--- config.mk ---
export PLATFORM = sky130hd
export DESIGN_NAME = sql_statement_splitter_core
export DESIGN_NICKNAME = d
export VERILOG_FILES = /design/src/hdl/ssplit_pkg.sv /design/src/hdl/ssplit_ctrl.sv /design/src/hdl/ssplit_dp.sv /design/src/hdl/sql_statement_splitter_core.sv
export SDC_FILE = /design/constraint.sdc
export NUM_CORES = 1
export LEC_CHECK = 0
export CAP_MARGIN = 0
export CORE_ASPECT_RATIO = 2
export CORE_MARGIN = 3
export CORE_UTILIZATION = 60
export CTS_CLUSTER_SIZE = 28
export DETAILED_ROUTE_END_ITERATION = 8
export DONT_BUFFER_PORTS = 1
export HOLD_SLACK_MARGIN = 0.1
export PLACE_DENSITY = 0.78
export RECOVER_POWER = 50
export SLEW_MARGIN = 30
export SYNTH_ARGS = -nofsm -noshare
export SYNTH_HDL_FRONTEND = slang
export SYNTH_HIERARCHICAL = 1
export SYNTH_SLANG_ARGS = --single-unit
--- constraint.sdc ---
create_clock -name clk -period 9.4 [get_ports clk]
set_clock_uncertainty 0.2 [all_clocks]
set_input_delay 0.94 -clock clk [delete_from_list [all_inputs] [get_ports clk]]
set_output_delay 0.94 -clock clk [all_outputs]
set_load 0.03 [all_outputs]
--- src/hdl/ssplit_pkg.sv ---
// Shared constants, types and helpers for the SQL statement splitter.
package ssplit_pkg;

	// Default depth of the trailing whitespace hold store
	localparam int HOLD_DEPTH_DEF = 16;

	// Lexer modes
	localparam logic [2:0] MODE_NORMAL = 3'd0;
	localparam logic [2:0] MODE_SQUOTE = 3'd1;
	localparam logic [2:0] MODE_DQUOTE = 3'd2;
	localparam logic [2:0] MODE_LINE   = 3'd3;
	localparam logic [2:0] MODE_BLOCK  = 3'd4;

	// Held lookahead character
	localparam logic [1:0] PEND_NONE  = 2'd0;
	localparam logic [1:0] PEND_DASH  = 2'd1;
	localparam logic [1:0] PEND_SLASH = 2'd2;

	// Characters of interest
	localparam logic [7:0] CH_DASH  = 8'h2D;
	localparam logic [7:0] CH_SLASH = 8'h2F;
	localparam logic [7:0] CH_STAR  = 8'h2A;
	localparam logic [7:0] CH_SEMI  = 8'h3B;
	localparam logic [7:0] CH_SQ    = 8'h27;
	localparam logic [7:0] CH_DQ    = 8'h22;
	localparam logic [7:0] CH_NL    = 8'h0A;

	// Source of an emitted result
	localparam logic [1:0] SRC_CUR  = 2'd0;
	localparam logic [1:0] SRC_MARK = 2'd1;
	localparam logic [1:0] SRC_HOLD = 2'd2;

	// Controller to datapath commands
	typedef struct packed {
		logic       load;        // latch a new input transaction
		logic       pop;         // retire current operation
		logic       emit;        // push a new result into the stage
		logic [1:0] src;         // where the result comes from
		logic       flag;        // hold_overflow for flushed bytes
		logic       store;       // append current char to hold store
		logic       set_content; // statement has visible content
		logic       clear_stmt;  // end of statement bookkeeping
		logic       flush_start; // rewind flush pointer
		logic       flush_step;  // advance flush pointer
		logic       flush_done;  // hold store emptied
		logic       final_push;  // move staged result out with last set
	} cmd_t;

	// Datapath to controller status
	typedef struct packed {
		logic op_none;
		logic op_end;
		logic cur_space;
		logic has_content;
		logic cnt_zero;
		logic cnt_full;
		logic flush_last;
		logic emit_ok;
		logic out_free;
		logic stg_valid;
	} sts_t;

	// C-locale whitespace
	function automatic logic is_space(input logic [7:0] c);
		return (c == 8'h20) || ((c >= 8'h09) && (c <= 8'h0D));
	endfunction

endpackage

--- src/hdl/ssplit_ctrl.sv ---
// Sequencer for the statement splitter: walks the operations of one transaction.
module ssplit_ctrl
	import ssplit_pkg::*;
(
	input  logic clk,
	input  logic arst_n,
	input  logic in_valid,
	output logic in_ready,
	input  sts_t sts,
	output cmd_t cmd
);

	localparam logic [1:0] ST_IDLE  = 2'd0;
	localparam logic [1:0] ST_DISP  = 2'd1;
	localparam logic [1:0] ST_PREP  = 2'd2;
	localparam logic [1:0] ST_FLUSH = 2'd3;

	logic [1:0] state_q, state_d;
	logic       flag_q, flag_d;

	assign in_ready = (state_q == ST_IDLE);

	// Next state and command decode
	always_comb begin
		state_d = state_q;
		flag_d  = flag_q;
		cmd     = '0;
		cmd.src = SRC_CUR;
		cmd.flag = flag_q;
		case (state_q)
			ST_IDLE: begin
				if (in_valid) begin
					cmd.load = 1'b1;
					state_d  = ST_DISP;
				end
			end
			ST_DISP: begin
				if (sts.op_none) begin
					if (!sts.stg_valid) begin
						state_d = ST_IDLE;
					end else if (sts.out_free) begin
						cmd.final_push = 1'b1;
						state_d        = ST_IDLE;
					end
				end else if (sts.op_end) begin
					if (!sts.has_content) begin
						cmd.clear_stmt = 1'b1;
						cmd.pop        = 1'b1;
					end else if (sts.emit_ok) begin
						cmd.emit       = 1'b1;
						cmd.src        = SRC_MARK;
						cmd.clear_stmt = 1'b1;
						cmd.pop        = 1'b1;
					end
				end else if (sts.cur_space) begin
					if (!sts.has_content) begin
						cmd.pop = 1'b1;
					end else if (sts.cnt_full) begin
						cmd.flush_start = 1'b1;
						flag_d          = 1'b1;
						state_d         = ST_PREP;
					end else begin
						cmd.store = 1'b1;
						cmd.pop   = 1'b1;
					end
				end else begin
					if (!sts.cnt_zero) begin
						cmd.flush_start = 1'b1;
						flag_d          = 1'b0;
						state_d         = ST_PREP;
					end else if (sts.emit_ok) begin
						cmd.emit        = 1'b1;
						cmd.src         = SRC_CUR;
						cmd.set_content = 1'b1;
						cmd.pop         = 1'b1;
					end
				end
			end
			ST_PREP: begin
				// first hold entry is being read
				state_d = ST_FLUSH;
			end
			ST_FLUSH: begin
				if (sts.emit_ok) begin
					cmd.emit       = 1'b1;
					cmd.src        = SRC_HOLD;
					cmd.flush_step = 1'b1;
					if (sts.flush_last) begin
						cmd.flush_done = 1'b1;
						state_d        = ST_DISP;
					end
				end
			end
			default: begin
				state_d = ST_IDLE;
			end
		endcase
	end

	always_ff @(posedge clk or negedge arst_n) begin
		if (!arst_n) begin
			state_q <= ST_IDLE;
			flag_q  <= 1'b0;
		end else begin
			state_q <= state_d;
			flag_q  <= flag_d;
		end
	end

endmodule

--- src/hdl/ssplit_dp.sv ---
// Datapath: lexer state, operation slots, whitespace hold memory, result registers.
module ssplit_dp
	import ssplit_pkg::*;
#(
	parameter int HOLD_DEPTH = HOLD_DEPTH_DEF
) (
	input  logic       clk,
	input  logic       arst_n,
	input  logic       action,
	input  logic [7:0] in_byte,
	input  cmd_t       cmd,
	output sts_t       sts,
	output logic       out_valid,
	input  logic       out_ready,
	output logic       kind,
	output logic [7:0] out_byte,
	output logic       hold_overflow,
	output logic       last
);

	localparam int AW = (HOLD_DEPTH > 1) ? $clog2(HOLD_DEPTH) : 1;
	localparam int CW = $clog2(HOLD_DEPTH + 1);

	// Lexer state
	logic [2:0] mode_q, mode_d;
	logic       star_q, star_d;
	logic [1:0] pend_q, pend_d;

	// Operation slots: 0 = released lookahead char, 1 = current char, 2 = end
	logic [2:0] op_v_q, op_v_d;
	logic [7:0] opa_q, opa_d, opb_q, opb_d;

	// Statement and hold store state
	logic          content_q;
	logic [CW-1:0] cnt_q;
	logic [AW-1:0] fidx_q;
	logic [7:0]    hold_mem [HOLD_DEPTH];
	logic [7:0]    rd_q;
	logic [CW-1:0] fnext;
	logic [AW-1:0] rd_addr;

	// Staged result and output register
	logic       stg_v_q;
	logic       stg_kind_q, stg_flag_q;
	logic [7:0] stg_byte_q;
	logic       out_v_q;
	logic       out_kind_q, out_flag_q, out_last_q;
	logic [7:0] out_byte_q;

	logic [7:0] cur_char;
	logic       new_kind, new_flag;
	logic [7:0] new_byte;
	logic       out_free, push;

	// Lexer decode of an incoming transaction
	always_comb begin
		mode_d = mode_q;
		star_d = star_q;
		pend_d = pend_q;
		op_v_d = 3'b000;
		opa_d  = (pend_q == PEND_DASH) ? CH_DASH : CH_SLASH;
		opb_d  = in_byte;
		if (action) begin
			op_v_d[0] = (mode_q == MODE_NORMAL) && (pend_q != PEND_NONE);
			op_v_d[2] = 1'b1;
			mode_d    = MODE_NORMAL;
			star_d    = 1'b0;
			pend_d    = PEND_NONE;
		end else begin
			case (mode_q)
				MODE_LINE: begin
					if (in_byte == CH_NL) begin
						mode_d    = MODE_NORMAL;
						op_v_d[1] = 1'b1;
					end
				end
				MODE_BLOCK: begin
					if (star_q && (in_byte == CH_SLASH)) begin
						mode_d = MODE_NORMAL;
						star_d = 1'b0;
					end else begin
						star_d = (in_byte == CH_STAR);
					end
				end
				MODE_SQUOTE: begin
					op_v_d[1] = 1'b1;
					if (in_byte == CH_SQ) mode_d = MODE_NORMAL;
				end
				MODE_DQUOTE: begin
					op_v_d[1] = 1'b1;
					if (in_byte == CH_DQ) mode_d = MODE_NORMAL;
				end
				default: begin
					mode_d = MODE_NORMAL;
					pend_d = PEND_NONE;
					if ((pend_q == PEND_DASH) && (in_byte == CH_DASH)) begin
						mode_d = MODE_LINE;
					end else if ((pend_q == PEND_SLASH) && (in_byte == CH_STAR)) begin
						mode_d = MODE_BLOCK;
						star_d = 1'b0;
					end else begin
						op_v_d[0] = (pend_q != PEND_NONE);
						if (in_byte == CH_SQ) begin
							mode_d    = MODE_SQUOTE;
							op_v_d[1] = 1'b1;
						end else if (in_byte == CH_DQ) begin
							mode_d    = MODE_DQUOTE;
							op_v_d[1] = 1'b1;
						end else if (in_byte == CH_DASH) begin
							pend_d = PEND_DASH;
						end else if (in_byte == CH_SLASH) begin
							pend_d = PEND_SLASH;
						end else if (in_byte == CH_SEMI) begin
							op_v_d[2] = 1'b1;
						end else begin
							op_v_d[1] = 1'b1;
						end
					end
				end
			endcase
		end
	end

	// Current operation is the lowest pending slot
	assign cur_char = op_v_q[0] ? opa_q : opb_q;

	// Flush read address: look one entry ahead while stepping
	assign fnext   = CW'(fidx_q) + CW'(1);
	assign rd_addr = cmd.flush_step ? ((fnext < CW'(HOLD_DEPTH)) ? fnext[AW-1:0] : '0)
	                                : fidx_q;

	// New result selection
	always_comb begin
		case (cmd.src)
			SRC_MARK: begin
				new_kind = 1'b1;
				new_byte = 8'h00;
				new_flag = 1'b0;
			end
			SRC_HOLD: begin
				new_kind = 1'b0;
				new_byte = rd_q;
				new_flag = cmd.flag;
			end
			default: begin
				new_kind = 1'b0;
				new_byte = cur_char;
				new_flag = 1'b0;
			end
		endcase
	end

	assign out_free = !out_v_q || out_ready;
	assign push     = (cmd.emit && stg_v_q) || cmd.final_push;

	// Status to controller
	always_comb begin
		sts.op_none     = (op_v_q == 3'b000);
		sts.op_end      = !op_v_q[0] && !op_v_q[1] && op_v_q[2];
		sts.cur_space   = is_space(cur_char);
		sts.has_content = content_q;
		sts.cnt_zero    = (cnt_q == '0);
		sts.cnt_full    = (cnt_q == CW'(HOLD_DEPTH));
		sts.flush_last  = (fnext == cnt_q);
		sts.emit_ok     = !stg_v_q || out_free;
		sts.out_free    = out_free;
		sts.stg_valid   = stg_v_q;
	end

	// Control state
	always_ff @(posedge clk or negedge arst_n) begin
		if (!arst_n) begin
			mode_q    <= MODE_NORMAL;
			star_q    <= 1'b0;
			pend_q    <= PEND_NONE;
			op_v_q    <= 3'b000;
			content_q <= 1'b0;
			cnt_q     <= '0;
			fidx_q    <= '0;
			stg_v_q   <= 1'b0;
			out_v_q   <= 1'b0;
		end else begin
			if (cmd.load) begin
				mode_q <= mode_d;
				star_q <= star_d;
				pend_q <= pend_d;
				op_v_q <= op_v_d;
			end else if (cmd.pop) begin
				if (op_v_q[0]) op_v_q[0] <= 1'b0;
				else if (op_v_q[1]) op_v_q[1] <= 1'b0;
				else op_v_q[2] <= 1'b0;
			end
			if (cmd.set_content) content_q <= 1'b1;
			if (cmd.clear_stmt) begin
				content_q <= 1'b0;
				cnt_q     <= '0;
			end else if (cmd.flush_done) begin
				cnt_q <= '0;
			end else if (cmd.store) begin
				cnt_q <= cnt_q + CW'(1);
			end
			if (cmd.flush_start) fidx_q <= '0;
			else if (cmd.flush_step) fidx_q <= fnext[AW-1:0];
			if (cmd.emit) stg_v_q <= 1'b1;
			else if (cmd.final_push) stg_v_q <= 1'b0;
			if (push) out_v_q <= 1'b1;
			else if (out_ready) out_v_q <= 1'b0;
		end
	end

	// Payload registers
	always_ff @(posedge clk) begin
		if (cmd.load) begin
			opa_q <= opa_d;
			opb_q <= opb_d;
		end
		if (cmd.emit) begin
			stg_kind_q <= new_kind;
			stg_byte_q <= new_byte;
			stg_flag_q <= new_flag;
		end
		if (push) begin
			out_kind_q <= stg_kind_q;
			out_byte_q <= stg_byte_q;
			out_flag_q <= stg_flag_q;
			out_last_q <= cmd.final_push;
		end
	end

	// Whitespace hold memory
	always_ff @(posedge clk) begin
		if (cmd.store) hold_mem[cnt_q[AW-1:0]] <= cur_char;
		rd_q <= hold_mem[rd_addr];
	end

	assign out_valid     = out_v_q;
	assign kind          = out_kind_q;
	assign out_byte      = out_byte_q;
	assign hold_overflow = out_flag_q;
	assign last          = out_last_q;

endmodule

--- src/hdl/sql_statement_splitter_core.sv ---
// Top level of the SQL statement splitter with comment stripping.
//
//  Channel  Handshake            Payload
//  input    in_valid/in_ready    action, in_byte
//  output   out_valid/out_ready  kind, out_byte, hold_overflow, last
//
// An input transaction is loaded, then each of its slot operations is dispatched
// (released lookahead char, current char, end of statement), whether or not it
// yields a result; a hold store flush adds a start step and a memory read before
// its bytes go out. A byte that opens no operation only passes load and dispatch.
// Reset clears lexer, statement and handshake state; the hold memory needs none.
// A stalled output stops the sequencer; input is taken only between transactions.
module sql_statement_splitter_core
	import ssplit_pkg::*;
#(
	parameter int HOLD_DEPTH = HOLD_DEPTH_DEF
) (
	input  logic       clk,
	input  logic       arst_n,
	input  logic       in_valid,
	output logic       in_ready,
	input  logic       action,
	input  logic [7:0] in_byte,
	output logic       out_valid,
	input  logic       out_ready,
	output logic       kind,
	output logic [7:0] out_byte,
	output logic       hold_overflow,
	output logic       last
);

	cmd_t cmd;
	sts_t sts;

	ssplit_ctrl u_ctrl (
		.clk      (clk),
		.arst_n   (arst_n),
		.in_valid (in_valid),
		.in_ready (in_ready),
		.sts      (sts),
		.cmd      (cmd)
	);

	ssplit_dp #(
		.HOLD_DEPTH (HOLD_DEPTH)
	) u_dp (
		.clk           (clk),
		.arst_n        (arst_n),
		.action        (action),
		.in_byte       (in_byte),
		.cmd           (cmd),
		.sts           (sts),
		.out_valid     (out_valid),
		.out_ready     (out_ready),
		.kind          (kind),
		.out_byte      (out_byte),
		.hold_overflow (hold_overflow),
		.last          (last)
	);

endmodule
=== Yosys cells after proc, flatten, opt, wreduce, memory -nomap -nowiden ===
Memories as Yosys holds them, arrays and structs flattened. A register that Yosys moved wholly into a read port is not among the register bits.
Cells that the tools add are included.

* $add $sub $neg: 2
* Eq/ne operators: 41
* Bitwise logic cells: 2
* Shifts and indexed selects: 0
* Reduce and logical (&&, ||, !) cells: 38
* Div/mod/pow operators: 0
* Muxes and demuxes: 117
* Multipliers: 0
* Order comparisons: 3

{| class="wikitable"
|+ Operator list
! cell !! number
|-
| 8-bit by 6-bit == test with 1-bit output (second input constant) || 7
|-
| 1-bit two-way mux || 54
|-
| 2-bit two-way mux || 27
|-
| 3-bit two-way mux || 15
|-
| 4-bit two-way mux || 11
|-
| 8-bit one-hot mux with 2 select lines || 1
|-
| 5-bit two-way mux || 3
|-
| 2-bit inequality test (second input constant) || 7
|-
| 3-bit by 2-bit inequality test with 1-bit output (second input constant) || 4
|-
| 4-bit inequality test (second input constant) || 3
|-
| 3-bit one-hot mux with 4 select lines || 1
|-
| 2-bit nonzero test || 6
|-
| 2-bit == test (second input constant) || 4
|-
| 8-bit by 4-bit == test with 1-bit output (second input constant) || 1
|-
| 8-bit by 4-bit greater-or-equal comparator with 1-bit output (second input constant) || 1
|-
| 8-bit by 4-bit <= comparator with 1-bit output (second input constant) || 1
|-
| 1-bit logical AND || 8
|-
| 8-bit two-way mux || 1
|-
| 2-bit one-hot mux with 4 select lines || 1
|-
| 8-bit AND reduction || 1
|-
| 2-bit by 1-bit == test with 1-bit output (second input constant) || 3
|-
| 3-bit by 2-bit == test with 1-bit output (second input constant) || 2
|-
| 3-bit logical NOT || 2
|-
| 2-bit by 1-bit inequality test with 1-bit output (second input constant) || 3
|-
| 26 further kinds || 36
|}

* Memory bits (read-only): 0
* Memories kept: 1
* Latch bits: 0
* Word-level logic and storage cells: 226
* Register bits after elaboration: 61
* Output and inout bits: 13
* Bits in writable memories: 128

{| class="wikitable"
|+ Memories
! memory !! depth !! width !! rd ports !! clocked after memory_dff !! wr ports !! line !! RTL
|-
| u_dp.hold_mem || 16 || 8 || 1 || 1 || 1 || ssplit_dp.sv:37 || <nowiki>logic [7:0] hold_mem [HOLD_DEPTH];</nowiki>
|}

=== Depth between registers and ports, before layout ===
Gate-level depths: netlist of run 1.

* Depth after elaboration: 12
* Gate-level depth with buffers: 12
* Mapped depth without buffers: 11

=== Cells and area by module ===
The synthesis of run 1 kept the hierarchy.

{| class="wikitable"
|+ Modules (own cells, without submodules)
! module !! times used !! area each (sq um) !! cells each
|-
| ssplit_dp || 1 || 8,249.2 || 644
|-
| ssplit_ctrl || 1 || 357.8 || 47
|}

=== Worst setup path before layout of run 1 ===
No wires, ideal clock.

* Path kind: register to register
* Start: reg u_dp.op_v_q[0]
* End: mem u_dp.hold_mem[2][0], enable pin
* Buffers on the path: 1
* Cell stages (with the launch flop): 11
* Data required time: 8.817 ns
* Slack: 6.211 ns
* Arrival time: 2.606 ns
* Cells stage by stage: dfrtp_1 -> mux2_2 -> nor4b_1 -> a31oi_1 -> nor2_1 -> o21a_1 -> nand2_1 -> nor3_1 -> clkbuf_1 -> nand2_1 -> nor3_1

{| class="wikitable"
|+ RTL lines
! item !! line !! RTL
|-
| from (decl) || ssplit_dp.sv:30 || <nowiki>logic [2:0] op_v_q, op_v_d;</nowiki>
|-
| from (signal assigned) || ssplit_dp.sv:187 || <nowiki>op_v_q <= op_v_d;</nowiki>
|-
| to (decl) || ssplit_dp.sv:37 ||
|}

==> summary.md, run 1 <==
| Metric | Value |
|---|---|
| Pre-antenna DRT Iters | `5` |
| Max clock buf depth | `2` |
| Total CTS buffers | `17` |
| Die area | `0.0159 mm²` |
| Failing checks | `capacitance limit, slew limit` |
| Max-Cap Viols | `1` |
| Synth warnings | `6` |
| Placed Cells | `846` |
| Vias | `5815` |
| Most used DFF post-synth | `edfxtp_1` |
| Slowest cell on crit path | `nor2_1` |
| Hold_buf cts | `1` |
| Rel. slew slack | `-1.58%` |
| Starting density of the core | `61.6%` |
| Net Count, Synth | `715` |
| Clock share of power | `24.3%` |
| DR vias/cell | `6.62` |
| Final net count | `701` |
| CTS clock-pin slew for the worst setup and hold paths | `0.07 ns` |
| Internal cell power | `1820 µW` |
| Vias in the first global route | `5926` |
| Commonest non-fill, non-tap cell in the layout | `edfxtp_1` |
| Drt wl/cell | `24.3 µm` |
| Area growth syn-to-layout | `8.30%` |
| Tcrit/Tclk final | `43.2%` |
| First-pass GRT wire length | `32500 µm` |
| Hold Crit Class | `reg -> reg` |
| Critical path endpoint category | `flop` |
| Final Non-Filler Cells | `879` |
| DR iter-0 viols | `555` |
| Gpl congestion | `0.913` |
| WS Path Type | `reg -> reg` |
| Critical path cell sequence | `mux2_1 -> nor4b_1 -> a31oi_1 -> nor2_1 -> o21a_1 -> nand2_1 -> nor3_2 -> nand2b_1 -> nor2_1` |
| Achievable frequency | `0.246 GHz` |
| Pwr Density | `315 mW/mm²` |
| Ports | `26` |
| Switch share | `37.9%` |
| Ant. Diodes | `0` |
| Synthesized area per cell | `12.5 µm²` |
| CTS tree | `done` |
| Crit path time final | `4.06 ns` |
| Total global routing track utilization | `27.6%` |
| Slowest stage delay, CP | `0.78 ns` |
| Final core utilization | `66.7%` |
| Maximum VDD drop | `203 µV` |
| Crit path max-delay family | `simple AND/OR/NAND/NOR gates` |
| Setup TNS | `0 ns` |
| Synth Instances | `691` |
| Final setup viols | `0` |
| CP arrival | `3.90 ns` |
| Static Leakage | `0.00323 µW` |
| Final hold violations | `0` |
| Outcome | `complete, but fails checks` |
| Mapped Area | `0.00861 mm²` |
| Initial antenna violation count | `0` |
| Critical Path Start Type | `flop` |
| GRT overflow | `0` |
| Drc violations | `0` |
| Post-synth EDFFs | `158` |
| Rows | `61` |
| Yosys cell types | `60` |
| Commonest cells after routing, fill and taps aside | `edfxtp_1 (158), nand2_1 (74), nor2_1 (52), inv_1 (33), a211oi_1 (33)` |
| Combinational power share | `33.4%` |
| Most common cell on crit path | `nor2_1` |
| FF+latch count, synth | `190` |
| Hpwl dp | `14900 µm` |
| Worst Max-Slew Pin Slew | `1.52 ns` |
| RSZ-0062 raised after global routing | `no` |
| Sequential area share after synthesis | `64.0%` |
| Post CTS Setup Buffer Count | `0` |
| Die Wd | `90.7 µm` |
| Psw | `1120 µW` |
| Die H | `175 µm` |
| Ys async rst share | `12.6%` |
| Routed WL | `21300 µm` |
| Layout cells sized above 1 | `7.39%` |
| H-Tree Depth | `4` |
| Reg power frac | `42.2%` |
| Clock root cell | `clkbuf_16` |
| Core Area | `0.0140 mm²` |
| Post-CTS Resized | `0` |
| CP Buf/Inv Count | `0` |
| Post-DRT Antenna Nets | `0` |
| Largest net degree at the start of global routing | `74` |
| Max-slew violations | `18` |
| CTS sink count | `190` |
| Clk_lat worst skew | `0.42 ns` |
| Port-buffer cells | `0` |
| Crit-path max FO | `20` |
| Crit path required time | `9.25 ns` |
worst paths after layout:
path	from	to	slack, ns	cells after the start
setup / recovery	u_dp/op_v_q[0]$_DFFE_PN0P_	u_dp/hold_mem[0][4]$_DFFE_PP_	5.34	9
hold / removal	u_dp/stg_byte_q[4]$_DFFE_PP_	u_dp/out_byte[4]$_DFFE_PP_	0.22	0
setup reg to reg	u_dp/op_v_q[0]$_DFFE_PN0P_	u_dp/hold_mem[0][4]$_DFFE_PP_	5.34	9
hold reg to reg	u_dp/stg_byte_q[4]$_DFFE_PP_	u_dp/out_byte[4]$_DFFE_PP_	0.22	0
max in group asynchronous	arst_n	u_dp/mode_q[2]$_DFFE_PN0P_	7.49	1
min in group asynchronous	arst_n	u_dp/out_valid$_DFFE_PN0P_	0.65	1
per-layer routing:
metal / global-route usage, % / share of wire (%)
met4: 18.8 / 7.1
met5: 0 / 0
met3: 5.57 / 4.9
met1: 25.5 / 32
met2: 52.7 / 56
cell type report:
type | count | area, µm²
Clock buffer | 19 | 453
Clock inverter | 13 | 151
Fill cell | 1002 | 4650
Inverter | 33 | 124
Multi-Input combinational cell | 426 | 2800
Sequential cell | 190 | 5510
Tap cell | 189 | 236
Timing Repair Buffer | 9 | 56.3
synthesized netlist by cell type, types with 9 or more instances:
master	instances	share of area, %
a211oi_1	33	2.9
a21oi_1	9	0.52
a311oi_1	24	2.4
buf_2	11	0.64
clkbuf_1	21	0.92
dfrtp_1	24	7.0
edfxtp_1	158	55
ha_1	11	1.6
inv_1	33	1.4
mux2i_1	27	3.1
nand2_1	74	3.2
nand2b_1	9	0.65
nand3_1	10	0.58
nor2_1	53	2.3
nor3_1	13	0.76
o21ai_0	31	1.8
o22ai_1	11	0.80
cell families after synthesis:
kind of cell	share of synthesized area [%]
flops	64.0
mux	3.45
xor+xnor	1.61
simple gates	11.7
fa+ha+maj	1.72
buf+inv	3.91
compound gates	13.7
through the flow:
stage | total power (µW) | hold slack [ns] | area, µm² | worst slack [ns]
final | 2940 | 0.222 | 9320 | 5.34
after global routing | 3070 | 0.226 | 9320 | 5.09
after CTS | 2930 | 0.120 | 9330 | 5.22
after detailed placement | 2210 | 0.205 | 8710 | 5.22
after global placement | 2170 | 0.204 | 8690 | 5.13
after floorplan | 1950 | 0.200 | 8610 | 6.21
power by group through the flow:
stage	Sequential [µW]	Combinational [µW]	Clock, µW
after floorplan	1220	731	0
after global placement	1250	922	0
after detailed placement	1260	957	0
after CTS	1240	971	720
after global routing	1250	1060	758
final	1240	984	715
sequential cells by signal, indices dropped and copies added (netlist names), 2 cells and up:
signal / flops
u_dp/hold_mem: 128
u_dp/out_byte: 8
u_dp/mode_q: 3
u_dp/stg_byte_q: 8
u_dp/op_v_q: 3
u_dp/cnt_q: 5
u_dp/pend_q: 2
u_dp/rd_q: 8
u_ctrl/state_q: 2
u_dp/fidx_q: 4
u_dp/opb_q: 8
Power figures use the tool's default switching activity.
==> run 2, diff against run 1 <==
Settings changed: CORE_UTILIZATION 60 to 57, PLACE_DENSITY 0.78 to 0.77.
Clock period 9.4 ns to 3.4 ns, I/O delays scaled along.
==> summary.md, run 2 (synthesis gave the netlist of run 1 again) <==
| Metric | Value |
|---|---|
| Outcome | `complete, but fails checks (unchanged)` |
| Failing checks | `DRC (was capacitance limit, slew limit)` |
| Commonest cells after routing, fill and taps aside | `edfxtp_1 (158), nand2_1 (74), nor2_1 (53), inv_1 (33), a211oi_1 (33) (was edfxtp_1 (158), nand2_1 (74), nor2_1 (52), inv_1 (33), a211oi_1 (33))` |
| DR iter-0 viols | `567 (was 555)` |
| Hold Crit Class | `in -> reg (was reg -> reg)` |
| Core Area | `0.0146 mm² (was 0.0140 mm²)` |
| Filler cell count | `1069 (was 1002)` |
| Ant. Diodes | `0 (unchanged)` |
| H-Tree Depth | `4 (unchanged)` |
| Final hold violations | `0 (unchanged)` |
| Design Power | `8120 µW (was 2940 µW)` |
| Crit path required time | `3.58 ns (was 9.25 ns)` |
| Vias in the first global route | `6035 (was 5926)` |
| CP Buf/Inv Count | `1 (was 0)` |
| Pwr Density | `848 mW/mm² (was 315 mW/mm²)` |
| Commonest non-fill, non-tap cell in the layout | `edfxtp_1 (unchanged)` |
| M1 GR Usage | `25.6% (was 25.5%)` |
| Die area | `0.0167 mm² (was 0.0159 mm²)` |
| Setup TNS | `0 ns (unchanged)` |
| Ports | `26 (unchanged)` |
| Starting density of the core | `59.0% (was 61.6%)` |
| Final setup viols | `0 (unchanged)` |
| Crit path time final | `3.17 ns (was 4.06 ns)` |
| CTS tree | `done (unchanged)` |
| Post-layout instance area | `0.00958 mm² (was 0.00932 mm²)` |
| Vias | `5877 (was 5815)` |
| Static Leakage | `0.00339 µW (was 0.00323 µW)` |
| CP arrival | `3.34 ns (was 3.90 ns)` |
| Post CTS Setup Buffer Count | `0 (unchanged)` |
| Max clock buf depth | `2 (unchanged)` |
| WS Path Type | `reg -> reg (unchanged)` |
| Critical path endpoint category | `flop (unchanged)` |
| Final Non-Filler Cells | `920 (was 879)` |
| Flip-flop and latch area | `0.00551 mm² (unchanged)` |
| Slowest cell on crit path | `dfrtp_1 (was nor2_1)` |
| Hold_buf cts | `12 (was 1)` |
| Most common cell on crit path | `nand2_1 (was nor2_1)` |
| GRT overflow | `0 (unchanged)` |
| Rel. slew slack | `12.2% (was -1.58%)` |
| Crit-path max FO | `33 (was 20)` |
| Total global routing track utilization | `25.7% (was 27.6%)` |
| Crit path max-delay family | `simple AND/OR/NAND/NOR gates (unchanged)` |
| Port-buffer cells | `0 (unchanged)` |
| Hpwl dp | `14300 µm (was 14900 µm)` |
| Die Wd | `92.9 µm (was 90.7 µm)` |
| First-pass GRT wire length | `32200 µm (was 32500 µm)` |
| Post-DRT Antenna Nets | `0 (unchanged)` |
| Max reg flops | `128 (unchanged)` |
| Post-CTS Resized | `0 (unchanged)` |
| Die H | `180 µm (was 175 µm)` |
| Max-slew violations | `0 (was 18)` |
| Maximum VDD drop | `599 µV (was 203 µV)` |
| Area after DPL | `0.00889 mm² (was 0.00871 mm²)` |
| Routed WL | `20700 µm (was 21300 µm)` |
| RSZ-0062 raised after global routing | `no (unchanged)` |
| Largest net degree at the start of global routing | `54 (was 74)` |
| Clock root cell | `clkbuf_16 (unchanged)` |
| Clk_lat worst skew | `0.43 ns (was 0.42 ns)` |
| Initial antenna violation count | `0 (unchanged)` |
| Met3 Resource Use GR | `4.48% (was 5.57%)` |
| CTS clock-pin slew for the worst setup and hold paths | `0.07 ns (about the same)` |
| Placed Cells | `875 (was 846)` |
| Gpl congestion | `0.882 (was 0.913)` |
| CTS sink count | `190 (unchanged)` |
| Critical Path Start Type | `flop (unchanged)` |
| Total CTS buffers | `17 (unchanged)` |
| DR vias/cell | `6.39 (was 6.62)` |
| Area growth syn-to-layout | `11.3% (was 8.30%)` |
| Drc violations | `1 (was 0)` |
| Rows | `62 (was 61)` |
| GR Layer Usage met2 | `47.4% (was 52.7%)` |
| Multi-input gate area in the final layout | `0.00277 mm² (was 0.00280 mm²)` |
| Drt wl/cell | `22.5 µm (was 24.3 µm)` |
| Layout cells sized above 1 | `9.75% (was 7.39%)` |
| Pre-antenna DRT Iters | `9 (was 5)` |
| Tcrit/Tclk final | `93.1% (was 43.2%)` |
| Critical path cell sequence | `nand3b_1 -> and2_2 -> mux2_4 -> nand2_1 -> buf_4 -> nand2_1 -> o221ai_1 -> o32a_1 (was mux2_1 -> nor4b_1 -> a31oi_1 -> nor2_1 -> o21a_1 -> nand2_1 -> nor3_2 -> nand2b_1 -> nor2_1)` |
| Slowest stage delay, CP | `0.55 ns (was 0.78 ns)` |
| Max-Cap Viols | `0 (was 1)` |
| Global route hottest layer | `met2 (unchanged)` |
| Worst Max-Slew Pin Slew | `1.32 ns (was 1.52 ns)` |
| Achievable frequency | `0.316 GHz (was 0.246 GHz)` |
| Final net count | `739 (was 701)` |
| Final core utilization | `65.7% (was 66.7%)` |
[run 2: cell count changes in the layout (fill, tap and decap cells not counted), sizes merged]
| cell | delta |
|---|---|
| clkbuf | +1 |
| bufinv | -1 |
| inv | +2 |
| dlygate4sd3 | +12 |
| clkinvlp | -1 |
| buf | +23 |
| clkinv | +2 |
[run 2: through the flow]
stage / hold slack (ns) / worst slack, ns
5_1_grt: 0.104 / 0.0350
6_report: 0.0891 / 0.234
3_3_place_gp: -0.155 / 0.352
3_5_place_dp: -0.155 / 0.286
2_1_floorplan: -0.156 / 0.211
4_1_cts: 0.115 / 0.246
[run 2: final cells by class]
type,count,share of cell area [%]
clock buffers,17,4.44
clock inverters,15,1.57
inverters,33,1.29
multi-input cells,426,28.9
flip-flops and latches,190,57.5
well taps,192,2.51
repair buffers,47,3.76
[run 2: layer usage]
| metal | vias to the layer above | part of all wire, % |
|---|---|---|
| met5 | - | 0 |
| met4 | 0 | 6.5 |
| met3 | 64 | 4.1 |
| met2 | 243 | 56 |
| met1 | 2887 | 33 |
| li1 | 2683 | - |
[run 2: worst paths after layout]
kind,from,end,slack [ns],cells after the start
max reg2reg,u_dp/out_valid$_DFFE_PN0P_,u_dp/rd_q[2]$_DFF_P_,0.23,8
min reg2reg,u_dp/stg_flag_q$_SDFFCE_PP0P_,u_dp/hold_overflow$_DFFE_PP_,0.22,0
max,u_dp/out_valid$_DFFE_PN0P_,u_dp/rd_q[2]$_DFF_P_,0.23,8
min,in_byte[4],u_dp/mode_q[1]$_DFFE_PN0P_,0.09,4
min in group asynchronous,arst_n,u_dp/mode_q[0]$_DFFE_PN0P_,0.52,2
max in group asynchronous,arst_n,u_ctrl/flag_q$_DFFE_PN0P_,1.70,2
[run 2: worst min-delay path: cells and delay by family]
family	cells	cell delay, ns
and+or+nand+nor	2	0.13
AOI/OAI and AO/OA	2	0.21
[run 2: power breakdown]
group / internal [µW] / switching (µW) / leakage [µW]
clock: 975 / 918 / 0.000278
combinational: 932 / 1840 / 0.00130
sequential: 3070 / 389 / 0.00181
total: 4970 / 3150 / 0.00339
